File: src/rtl/core/shbc_pkg.sv
`default_nettype none

package shbc_pkg;

  localparam int HASH_W        = 64;
  localparam int BYTE_W        = 8;
  localparam int CHAR_W        = 7;
  localparam int POS_OUT_W     = 3;
  localparam int CODE_DIGITS   = 6;
  localparam int POS_W         = (CODE_DIGITS > 1) ? $clog2(CODE_DIGITS) : 1;
  localparam int RADIX         = 62;
  localparam int REM_W         = 6;
  localparam int BITS_PER_STEP = 8;
  localparam int STEPS         = HASH_W / BITS_PER_STEP;
  localparam int STEP_W        = $clog2(STEPS);
  localparam int QDEPTH        = 2;
  localparam int QPTR_W        = 1;
  localparam int QCNT_W        = 2;

  localparam logic [HASH_W-1:0] HASH_SEED = HASH_W'(5381);
  localparam logic [BYTE_W-1:0] TERM_BYTE = '0;

  localparam logic [CHAR_W-1:0] ASCII_ZERO  = CHAR_W'(48);
  localparam logic [CHAR_W-1:0] ASCII_UPPER = CHAR_W'(65);
  localparam logic [CHAR_W-1:0] ASCII_LOWER = CHAR_W'(97);

  typedef enum logic [2:0] {
    ST_IDLE = 3'b001,
    ST_DIV  = 3'b010,
    ST_EMIT = 3'b100
  } back_state_e;

  typedef struct packed {
    logic              valid;
    logic [HASH_W-1:0] hash;
  } hash_push_t;

  typedef struct packed {
    logic full;
    logic empty;
  } queue_stat_t;

  // base-62 digit to ascii
  function automatic logic [CHAR_W-1:0] digit_char(input logic [REM_W-1:0] d);
    logic [CHAR_W-1:0] dx;
    logic [CHAR_W-1:0] res;
    dx = CHAR_W'(d);
    if (d < REM_W'(10)) begin
      res = ASCII_ZERO + dx;
    end else if (d < REM_W'(36)) begin
      res = ASCII_UPPER + dx - CHAR_W'(10);
    end else begin
      res = ASCII_LOWER + dx - CHAR_W'(36);
    end
    return res;
  endfunction

  // position counter to the 3-bit output field
  function automatic logic [POS_OUT_W-1:0] pos_out(input logic [POS_W-1:0] p);
    logic [POS_W+POS_OUT_W-1:0] ext;
    ext = {{POS_OUT_W{1'b0}}, p};
    return ext[POS_OUT_W-1:0];
  endfunction

endpackage

`default_nettype wire

File: src/rtl/core/shbc_front.sv
`default_nettype none

module shbc_front (
  input  wire                              clk_i,
  input  wire                              rst_ni,
  input  wire                              in_valid_i,
  output logic                             in_ready_o,
  input  wire  [shbc_pkg::BYTE_W-1:0]      char_byte_i,
  input  shbc_pkg::queue_stat_t            qstat_i,
  output shbc_pkg::hash_push_t             push_o
);

  logic [shbc_pkg::HASH_W-1:0] hash_q, hash_d;
  logic                        is_term;
  logic                        accept;

  assign is_term    = (char_byte_i == shbc_pkg::TERM_BYTE);
  // plain bytes never wait on the back end
  assign in_ready_o = !is_term || !qstat_i.full;
  assign accept     = in_valid_i && in_ready_o;

  assign push_o.valid = accept && is_term;
  assign push_o.hash  = hash_q;

  always_comb begin
    hash_d = hash_q;
    if (accept) begin
      if (is_term) begin
        hash_d = shbc_pkg::HASH_SEED;
      end else begin
        hash_d = (hash_q << 5) + hash_q + shbc_pkg::HASH_W'(char_byte_i);
      end
    end
  end

  always_ff @(posedge clk_i or negedge rst_ni) begin
    if (!rst_ni) begin
      hash_q <= shbc_pkg::HASH_SEED;
    end else begin
      hash_q <= hash_d;
    end
  end

endmodule

`default_nettype wire

File: src/rtl/core/shbc_queue.sv
`default_nettype none

module shbc_queue (
  input  wire                          clk_i,
  input  wire                          rst_ni,
  input  shbc_pkg::hash_push_t         push_i,
  input  wire                          pop_i,
  output logic [shbc_pkg::HASH_W-1:0]  head_o,
  output shbc_pkg::queue_stat_t        stat_o
);

  logic [shbc_pkg::HASH_W-1:0] mem_q [shbc_pkg::QDEPTH];
  logic [shbc_pkg::QPTR_W-1:0] wr_ptr_q, rd_ptr_q;
  logic [shbc_pkg::QCNT_W-1:0] cnt_q, cnt_d;
  logic                        do_push, do_pop;

  assign stat_o.full  = (cnt_q == shbc_pkg::QCNT_W'(shbc_pkg::QDEPTH));
  assign stat_o.empty = (cnt_q == '0);
  assign do_push      = push_i.valid && !stat_o.full;
  assign do_pop       = pop_i && !stat_o.empty;
  assign head_o       = mem_q[rd_ptr_q];

  always_comb begin
    cnt_d = cnt_q;
    if (do_push && !do_pop) begin
      cnt_d = cnt_q + 1'b1;
    end else if (do_pop && !do_push) begin
      cnt_d = cnt_q - 1'b1;
    end
  end

  always_ff @(posedge clk_i) begin
    if (do_push) begin
      mem_q[wr_ptr_q] <= push_i.hash;
    end
  end

  always_ff @(posedge clk_i or negedge rst_ni) begin
    if (!rst_ni) begin
      wr_ptr_q <= '0;
      rd_ptr_q <= '0;
      cnt_q    <= '0;
    end else begin
      cnt_q <= cnt_d;
      if (do_push) begin
        wr_ptr_q <= wr_ptr_q + 1'b1;
      end
      if (do_pop) begin
        rd_ptr_q <= rd_ptr_q + 1'b1;
      end
    end
  end

  a_no_push_full: assert property (@(posedge clk_i) disable iff (!rst_ni)
    push_i.valid |-> !stat_o.full)
    else $error("push into full queue");

  a_cnt_bound: assert property (@(posedge clk_i) disable iff (!rst_ni)
    cnt_q <= shbc_pkg::QCNT_W'(shbc_pkg::QDEPTH))
    else $error("queue count out of range");

  a_cnt_track: assert property (@(posedge clk_i) disable iff (!rst_ni)
    (do_push && !do_pop) |=> (cnt_q == $past(cnt_q) + 1'b1))
    else $error("queue count missed a push");

endmodule

`default_nettype wire

File: src/rtl/core/shbc_back.sv
`default_nettype none

module shbc_back (
  input  wire                             clk_i,
  input  wire                             rst_ni,
  input  shbc_pkg::queue_stat_t           qstat_i,
  input  wire  [shbc_pkg::HASH_W-1:0]     head_i,
  output logic                            pop_o,
  output logic                            out_valid_o,
  input  wire                             out_ready_i,
  output logic [shbc_pkg::CHAR_W-1:0]     code_char_o,
  output logic [shbc_pkg::POS_OUT_W-1:0]  digit_position_o,
  output logic                            code_empty_o,
  output logic                            last_of_code_o
);

  shbc_pkg::back_state_e state_q, state_d;

  logic [shbc_pkg::HASH_W-1:0]        quo_q, quo_d;
  logic [shbc_pkg::REM_W-1:0]         rem_q, rem_d;
  logic [shbc_pkg::STEP_W-1:0]        step_q, step_d;
  logic [shbc_pkg::POS_W-1:0]         pos_q, pos_d;
  logic                               empty_q, empty_d;

  logic                               out_valid_q;
  logic [shbc_pkg::CHAR_W-1:0]        char_q;
  logic [shbc_pkg::POS_OUT_W-1:0]     opos_q;
  logic                               oempty_q, olast_q;

  logic                               slot_free;
  logic                               is_last;
  logic                               emit;
  logic [shbc_pkg::REM_W-1:0]         div_rem;
  logic [shbc_pkg::BITS_PER_STEP-1:0] div_qbits;

  assign slot_free = !out_valid_q || out_ready_i;
  assign is_last   = empty_q || (quo_q == '0) ||
                     (pos_q == shbc_pkg::POS_W'(shbc_pkg::CODE_DIGITS - 1));
  assign emit      = (state_q == shbc_pkg::ST_EMIT) && slot_free;
  assign pop_o     = (state_q == shbc_pkg::ST_IDLE) && !qstat_i.empty;

  // restoring division by 62 on the top byte of the dividend
  always_comb begin
    logic [shbc_pkg::REM_W:0] r;
    r = {1'b0, rem_q};
    div_qbits = '0;
    for (int i = 0; i < shbc_pkg::BITS_PER_STEP; i++) begin
      r = {r[shbc_pkg::REM_W-1:0], quo_q[shbc_pkg::HASH_W-1-i]};
      if (r >= (shbc_pkg::REM_W+1)'(shbc_pkg::RADIX)) begin
        r = r - (shbc_pkg::REM_W+1)'(shbc_pkg::RADIX);
        div_qbits[shbc_pkg::BITS_PER_STEP-1-i] = 1'b1;
      end
    end
    div_rem = r[shbc_pkg::REM_W-1:0];
  end

  always_comb begin
    state_d = state_q;
    quo_d   = quo_q;
    rem_d   = rem_q;
    step_d  = step_q;
    pos_d   = pos_q;
    empty_d = empty_q;
    case (state_q)
      shbc_pkg::ST_IDLE: begin
        if (pop_o) begin
          quo_d   = head_i;
          rem_d   = '0;
          step_d  = '0;
          pos_d   = '0;
          empty_d = (head_i == '0);
          state_d = (head_i == '0) ? shbc_pkg::ST_EMIT : shbc_pkg::ST_DIV;
        end
      end
      shbc_pkg::ST_DIV: begin
        quo_d  = {quo_q[shbc_pkg::HASH_W-shbc_pkg::BITS_PER_STEP-1:0], div_qbits};
        rem_d  = div_rem;
        step_d = step_q + 1'b1;
        if (step_q == shbc_pkg::STEP_W'(shbc_pkg::STEPS - 1)) begin
          state_d = shbc_pkg::ST_EMIT;
        end
      end
      shbc_pkg::ST_EMIT: begin
        if (slot_free) begin
          if (is_last) begin
            state_d = shbc_pkg::ST_IDLE;
          end else begin
            rem_d   = '0;
            step_d  = '0;
            pos_d   = pos_q + 1'b1;
            state_d = shbc_pkg::ST_DIV;
          end
        end
      end
      default: begin
        state_d = shbc_pkg::ST_IDLE;
      end
    endcase
  end

  always_ff @(posedge clk_i or negedge rst_ni) begin
    if (!rst_ni) begin
      state_q     <= shbc_pkg::ST_IDLE;
      out_valid_q <= 1'b0;
    end else begin
      state_q <= state_d;
      if (emit) begin
        out_valid_q <= 1'b1;
      end else if (out_ready_i) begin
        out_valid_q <= 1'b0;
      end
    end
  end

  always_ff @(posedge clk_i) begin
    quo_q   <= quo_d;
    rem_q   <= rem_d;
    step_q  <= step_d;
    pos_q   <= pos_d;
    empty_q <= empty_d;
    if (emit) begin
      char_q   <= empty_q ? '0 : shbc_pkg::digit_char(rem_q);
      opos_q   <= shbc_pkg::pos_out(pos_q);
      oempty_q <= empty_q;
      olast_q  <= is_last;
    end
  end

  assign out_valid_o      = out_valid_q;
  assign code_char_o      = char_q;
  assign digit_position_o = opos_q;
  assign code_empty_o     = oempty_q;
  assign last_of_code_o   = olast_q;

  a_rem_range: assert property (@(posedge clk_i) disable iff (!rst_ni)
    (state_q == shbc_pkg::ST_EMIT) |-> (rem_q < shbc_pkg::REM_W'(shbc_pkg::RADIX)))
    else $error("remainder not below radix");

  a_pos_range: assert property (@(posedge clk_i) disable iff (!rst_ni)
    (state_q != shbc_pkg::ST_IDLE) |->
      (pos_q < shbc_pkg::POS_W'(shbc_pkg::CODE_DIGITS - 1) ||
       pos_q == shbc_pkg::POS_W'(shbc_pkg::CODE_DIGITS - 1)))
    else $error("digit position past code length");

  a_empty_zero: assert property (@(posedge clk_i) disable iff (!rst_ni)
    ((state_q == shbc_pkg::ST_EMIT) && empty_q) |-> (quo_q == '0))
    else $error("empty code with nonzero hash");

  a_emit_slot: assert property (@(posedge clk_i) disable iff (!rst_ni)
    (out_valid_q && !out_ready_i) |=> $stable(char_q))
    else $error("result overwritten while pending");

endmodule

`default_nettype wire

File: src/rtl/core/string_hash_base62_code_core.sv
// latency: a nonzero byte is hashed in the cycle it is accepted, one byte per cycle
// terminator: hash queued, then popped, then a divide pass and an emit per digit
// a code has at most six digits
// throughput set by the 8-bit-per-cycle divider loop; nonzero bytes keep flowing while it runs
// reset: hash back to 5381, code queue empty, no result pending
`default_nettype none

module string_hash_base62_code_core (
  input  wire                             clk_i,
  input  wire                             rst_ni,
  // byte channel
  input  wire                             in_valid_i,
  output logic                            in_ready_o,
  input  wire  [shbc_pkg::BYTE_W-1:0]     char_byte_i,
  // code character channel
  output logic                            out_valid_o,
  input  wire                             out_ready_i,
  output logic [shbc_pkg::CHAR_W-1:0]     code_char_o,
  output logic [shbc_pkg::POS_OUT_W-1:0]  digit_position_o,
  output logic                            code_empty_o,
  output logic                            last_of_code_o
);

  // front: djb2 update per byte, terminator pushes the finished hash
  shbc_pkg::hash_push_t        push;
  // queue status seen by both sides
  shbc_pkg::queue_stat_t       qstat;
  logic [shbc_pkg::HASH_W-1:0] head;
  logic                        pop;

  shbc_front u_front (
    .clk_i       (clk_i),
    .rst_ni      (rst_ni),
    .in_valid_i  (in_valid_i),
    .in_ready_o  (in_ready_o),
    .char_byte_i (char_byte_i),
    .qstat_i     (qstat),
    .push_o      (push)
  );

  // two-entry hash queue so hashing waits on the digit drain only when the queue is full
  shbc_queue u_queue (
    .clk_i  (clk_i),
    .rst_ni (rst_ni),
    .push_i (push),
    .pop_i  (pop),
    .head_o (head),
    .stat_o (qstat)
  );

  // back: serial divide by 62, one output transaction per digit
  shbc_back u_back (
    .clk_i            (clk_i),
    .rst_ni           (rst_ni),
    .qstat_i          (qstat),
    .head_i           (head),
    .pop_o            (pop),
    .out_valid_o      (out_valid_o),
    .out_ready_i      (out_ready_i),
    .code_char_o      (code_char_o),
    .digit_position_o (digit_position_o),
    .code_empty_o     (code_empty_o),
    .last_of_code_o   (last_of_code_o)
  );

endmodule

`default_nettype wire
File: config.mk
export PLATFORM = sky130hd
export DESIGN_NAME = string_hash_base62_code_core
export DESIGN_NICKNAME = d
export VERILOG_FILES = /design/src/rtl/core/shbc_pkg.sv /design/src/rtl/core/shbc_front.sv /design/src/rtl/core/shbc_queue.sv /design/src/rtl/core/shbc_back.sv /design/src/rtl/core/string_hash_base62_code_core.sv
export SDC_FILE = /design/constraint.sdc
export NUM_CORES = 1
export LEC_CHECK = 0
export BUFFER_PORTS_ARGS = -buffer_cell sky130_fd_sc_hd__buf_2
export CORE_AREA = 5 5 182 184
export CTS_CLUSTER_DIAMETER = 60
export DETAILED_ROUTE_END_ITERATION = 6
export DIE_AREA = 0 0 187 189
export GPL_TIMING_DRIVEN = 0
export MAX_ROUTING_LAYER = met4
export PLACE_DENSITY_LB_ADDON = 0.3
export SLEW_MARGIN = 20
export SYNTH_ARGS = -nofsm -noshare
export SYNTH_HDL_FRONTEND = slang
export SYNTH_SLANG_ARGS = --single-unit
export TNS_END_PERCENT = 50
File: constraint.sdc
create_clock -name clk_i -period 10.15 [get_ports clk_i]
set_clock_uncertainty 0.2 [all_clocks]
set_input_delay 2.03 -clock clk_i [delete_from_list [all_inputs] [get_ports clk_i]]
set_output_delay 2.03 -clock clk_i [all_outputs]
set_load 0.01 [all_outputs]
==> flow_metrics.env <==
export IMPL_synth_seq_cells=289
export IMPL_drt_pass1_iter_count=5
export IMPL_first_global_vias=12400
export IMPL_global_route_wire_length_before_repair_mm=65.4
export IMPL_area_delta_synth_final_pct=12.4
export IMPL_cts_root_buffer_cell="sky130_fd_sc_hd__clkbuf_16"
export IMPL_ys_types=92
export IMPL_synth_main_ff_cell="sky130_fd_sc_hd__edfxtp_1"
export IMPL_avgRoutedWirePerCell_um=19.9
export IMPL_cts_path_max_buffers=3
export IMPL_cts_tree="built"
export IMPL_synth_area_leaders="sky130_fd_sc_hd__edfxtp_1, sky130_fd_sc_hd__ha_1, sky130_fd_sc_hd__dfrtp_1"
export IMPL_synthArstFlopShare=0.249
export IMPL_path_common_cell="sky130_fd_sc_hd__ha_2"
export IMPL_worst_pin_slew_ns=0.941
export IMPL_tritoncts_num_buffers=29
export IMPL_max_stage_delay_ns=0.40
export IMPL_die_h_um=189
export IMPL_floorplan_initialDensity=0.545
export IMPL_drt_drc_violations_left=0
export IMPL_post_dp_hpwl_mm=30.6
export IMPL_timing_fmax_ghz=0.103
export IMPL_ys_warnings_count=0
export IMPL_postSynthNetCount=1704
export IMPL_drt_vias_per_instance=6.14
export IMPL_report_final_setup_viol=0
export IMPL_timing_hold_worst_start="u_back.empty_q$_DFFE_PP_"
export IMPL_number_of_enable_flip_flop_cells_after_synthesis=217
export IMPL_post_synth_top_area_fraction=0.383
export IMPL_timing_hold_violations_final=0
export IMPL_min_delay_path_class="flop to flop"
export IMPL_endpoint_kind="flop"
export IMPL_num_io_pins=26
export IMPL_criticalPathCategory="flop to flop"
export IMPL_die_width_um=187
export IMPL_route_antenna_remaining_nets=0
export IMPL_global_route_overflow_total=0
export IMPL_status="completed"
export IMPL_period_needed_ns=9.72
export IMPL_synthCells=1547
export IMPL_dr_total_vias=12600
export IMPL_buffer_ports_inserted=25
export IMPL_seq_area_frac_synth=0.489
export IMPL_antenna_found_initial=0
export IMPL_yosys_area_top_type="sky130_fd_sc_hd__edfxtp_1"
export IMPL_synthesis_area_sq_um=17000
export IMPL_num_fill_cells=2484
export IMPL_timing_max_slew_rel_slack=0.356
export IMPL_floorplan_core_area_sq_um=31200
export IMPL_slew_viol_final=0
export IMPL_worstSetupStartpoint="u_back.rem_q[1]$_SDFFCE_PN0P_"
export IMPL_final_min_period_over_clock_period=0.957
export IMPL_cts_reportedPaths_clkPinSlew_ns=0.06
export IMPL_postLayoutCellArea_sq_um=19100
export IMPL_num_rows=65
export IMPL_drt_iter0_drc=958
export IMPL_synthesis_area_per_instance_sq_um=11.0
export IMPL_globalplace_congestion=0.900
export IMPL_fp_dieArea_sq_um=35300
export IMPL_groute_usage_overall=0.232
export IMPL_r2r_start="u_back.rem_q[1]$_SDFFCE_PN0P_"
export IMPL_critical_path_peak_fanout=9
export IMPL_insertion_delay_ns=0.54
export IMPL_insertedDiodeCount=0
export IMPL_clock_tree_htree_level_count=1
export IMPL_grt_max_degree=50
export IMPL_placement_cell_area_sq_um=17800
export IMPL_max_cap_violations=0
export IMPL_clock_sinks=289
export IMPL_worstPathArrival_ns=9.80
export IMPL_timing_critical_path_from_type="flop"
export IMPL_critical_path_slowest_cell="sky130_fd_sc_hd__edfxtp_1"
export IMPL_net_count_of_the_finished_layout=1791
export IMPL_share_of_final_layout_standard_cells_stronger_than_drive_strength_1=0.110
export IMPL_postRouteWirelength_mm=41.0
export IMPL_worstPathRequired_ns=10.23
==> state kept, by name, summed over array words and instances (netlist names) <==
name,count
u_back.code_char_o,7
u_back.pos_q,3
u_back.rem_q,6
u_queue.rd_ptr_q,1
u_queue.mem_q,128
u_back.last_of_code_o,1
u_front.hash_q,64
u_back.step_q,3
u_queue.cnt_q,2
u_back.quo_q,64
u_queue.wr_ptr_q,1
u_back.digit_position_o,3
u_back.code_empty_o,1
u_back.out_valid_o,1
u_back.empty_q,1
u_back.state_q,3
==> cell usage in the layout, fill, tap and decap left out, types with 5 or more instances in the layout <==
master                      instances
sky130_fd_sc_hd__mux2i_1           73
sky130_fd_sc_hd__o22ai_1            8
sky130_fd_sc_hd__ha_1             133
sky130_fd_sc_hd__and3_1             9
sky130_fd_sc_hd__ha_2               6
sky130_fd_sc_hd__inv_1             35
sky130_fd_sc_hd__or3_1              7
sky130_fd_sc_hd__a21oi_1           77
sky130_fd_sc_hd__a22o_1            10
sky130_fd_sc_hd__dfstp_2            6
sky130_fd_sc_hd__nand2_1          173
sky130_fd_sc_hd__nand3_1           24
sky130_fd_sc_hd__o22a_1             5
sky130_fd_sc_hd__o21a_1            12
sky130_fd_sc_hd__clkinv_2           6
sky130_fd_sc_hd__nor2_1            66
sky130_fd_sc_hd__nand2b_1          15
sky130_fd_sc_hd__clkbuf_16         32
sky130_fd_sc_hd__nand3b_1           7
sky130_fd_sc_hd__clkbuf_1          53
sky130_fd_sc_hd__xnor2_1           39
sky130_fd_sc_hd__a31oi_1           10
sky130_fd_sc_hd__o21ai_1            7
sky130_fd_sc_hd__o21bai_1          14
sky130_fd_sc_hd__xor2_1            33
sky130_fd_sc_hd__o21ai_0          147
sky130_fd_sc_hd__o31ai_1            5
sky130_fd_sc_hd__nor3_1            19
sky130_fd_sc_hd__buf_2             28
sky130_fd_sc_hd__nand4_1           21
sky130_fd_sc_hd__and2_1            12
sky130_fd_sc_hd__nor4_1            51
sky130_fd_sc_hd__edfxtp_1         217
sky130_fd_sc_hd__a21o_1            38
sky130_fd_sc_hd__or2_2              5
sky130_fd_sc_hd__dfrtp_1           66
sky130_fd_sc_hd__a211oi_1          12
sky130_fd_sc_hd__buf_4             28
sky130_fd_sc_hd__nor2b_1           17
==> worst max-delay path, delay by kind of cell, from the launching register on <==
| kind | cells | cell delay [ns] |
|---|---|---|
| and+or+nand+nor | 17 | 2.48 |
| AOI/OAI and AO/OA | 15 | 3.00 |
| adders and majority gates | 8 | 1.68 |
| xor gates and xnor gates | 4 | 0.76 |
| muxes | 4 | 0.62 |
| buffers and inverters | 3 | 0.28 |
| DFF | 1 | 0.40 |
==> per-layer routing <==
layer  up-vias  wire length (um)  global-route usage
met5         -                 0                   -
met4         0              1310              0.0708
met3        78              2000              0.0203
met2       362             20100               0.395
met1      6162             17600               0.298
li1       6035                 -                   -
==> worst paths after layout <==
kind | end | slack (ns) | cells after the start
setup reg to reg | u_back.rem_q[2]$_SDFFCE_PN0P_ | 0.43 | 51
setup / recovery | u_back.rem_q[2]$_SDFFCE_PN0P_ | 0.43 | 51
hold / removal | u_back.code_empty_o$_DFFE_PP_ | 0.27 | 0
min in group asynchronous | u_front.hash_q[54]$_DFFE_PN0P_ | 1.22 | 1
hold reg to reg | u_back.code_empty_o$_DFFE_PP_ | 0.27 | 0
max in group asynchronous | u_front.hash_q[0]$_DFFE_PN1P_ | 7.87 | 2
==> per-stage QoR <==
step	setup WS (ns)	hold WS [ns]	setup TNS, ns	instances	utilization
6_report	0.433	0.269	0	2059	0.612
5_1_grt	-0.0985	0.283	-0.0989	2059	0.612
4_1_cts	0.0157	0.269	0	2044	0.606
2_1_floorplan	0.239	0.224	0	1547	-
3_3_place_gp	-1.18	0.243	-5.21	1974	0.565
3_5_place_dp	-1.30	0.254	-6.04	1979	0.569
==> cell type report <==
type	instances	area, sq um	share of cell area
clock buffer	42	858	0.0449
clock inverter	12	96.3	0.00504
buffer	52	211	0.0111
inverter	36	135	0.00707
timing repair buffer	56	438	0.0229
tap	402	503	0.0263
multi-input combinational	1170	8550	0.447
sequential	289	8330	0.435
==> cells in the mapped netlist, drive strengths merged, types with 7 or more instances <==
library cell and count:
nor3 22, ha 141, or3 8, buf 7, a211oi 13, mux2i 75
nand3b 7, nand2 175, o21bai 14, edfxtp 217, mux2 7, o22ai 8
o21ai 159, a31oi 12, and2 14, a22o 10, nand2b 16, dfrtp 66
inv 36, o21a 12, xnor2 43, clkbuf 45, nand3 24, nor2 69
and3 9, a21o 38, nor2b 17, nor4 52, a21oi 81, xor2 33
nand4 21
==> logic make-up (layout without fill, tap and decap cells) <==
group / Yosys count / count (layout) / synth area share
muxes: 82 / 82 / 0.0504
buffers and inverters: 88 / 198 / 0.0204
DFF: 289 / 289 / 0.489
adders and majority gates: 145 / 145 / 0.108
xor gates and xnor gates: 76 / 76 / 0.0391
and+or+nand+nor: 453 / 453 / 0.132
AOI/OAI and AO/OA: 414 / 414 / 0.161
==> timing repair <==
item | 4_1_cts | 5_1_grt
endpoints found under the setup margin | 7 | 6
hold buffers | 0 | 0
buffers inserted | 11 | 15
resized for setup | 21 | 13
pin swaps | 8 | 14
Power is left out: the tool's default activity adds up to more than one toggle a clock period on the data nets, which glitch-free logic cannot reach.
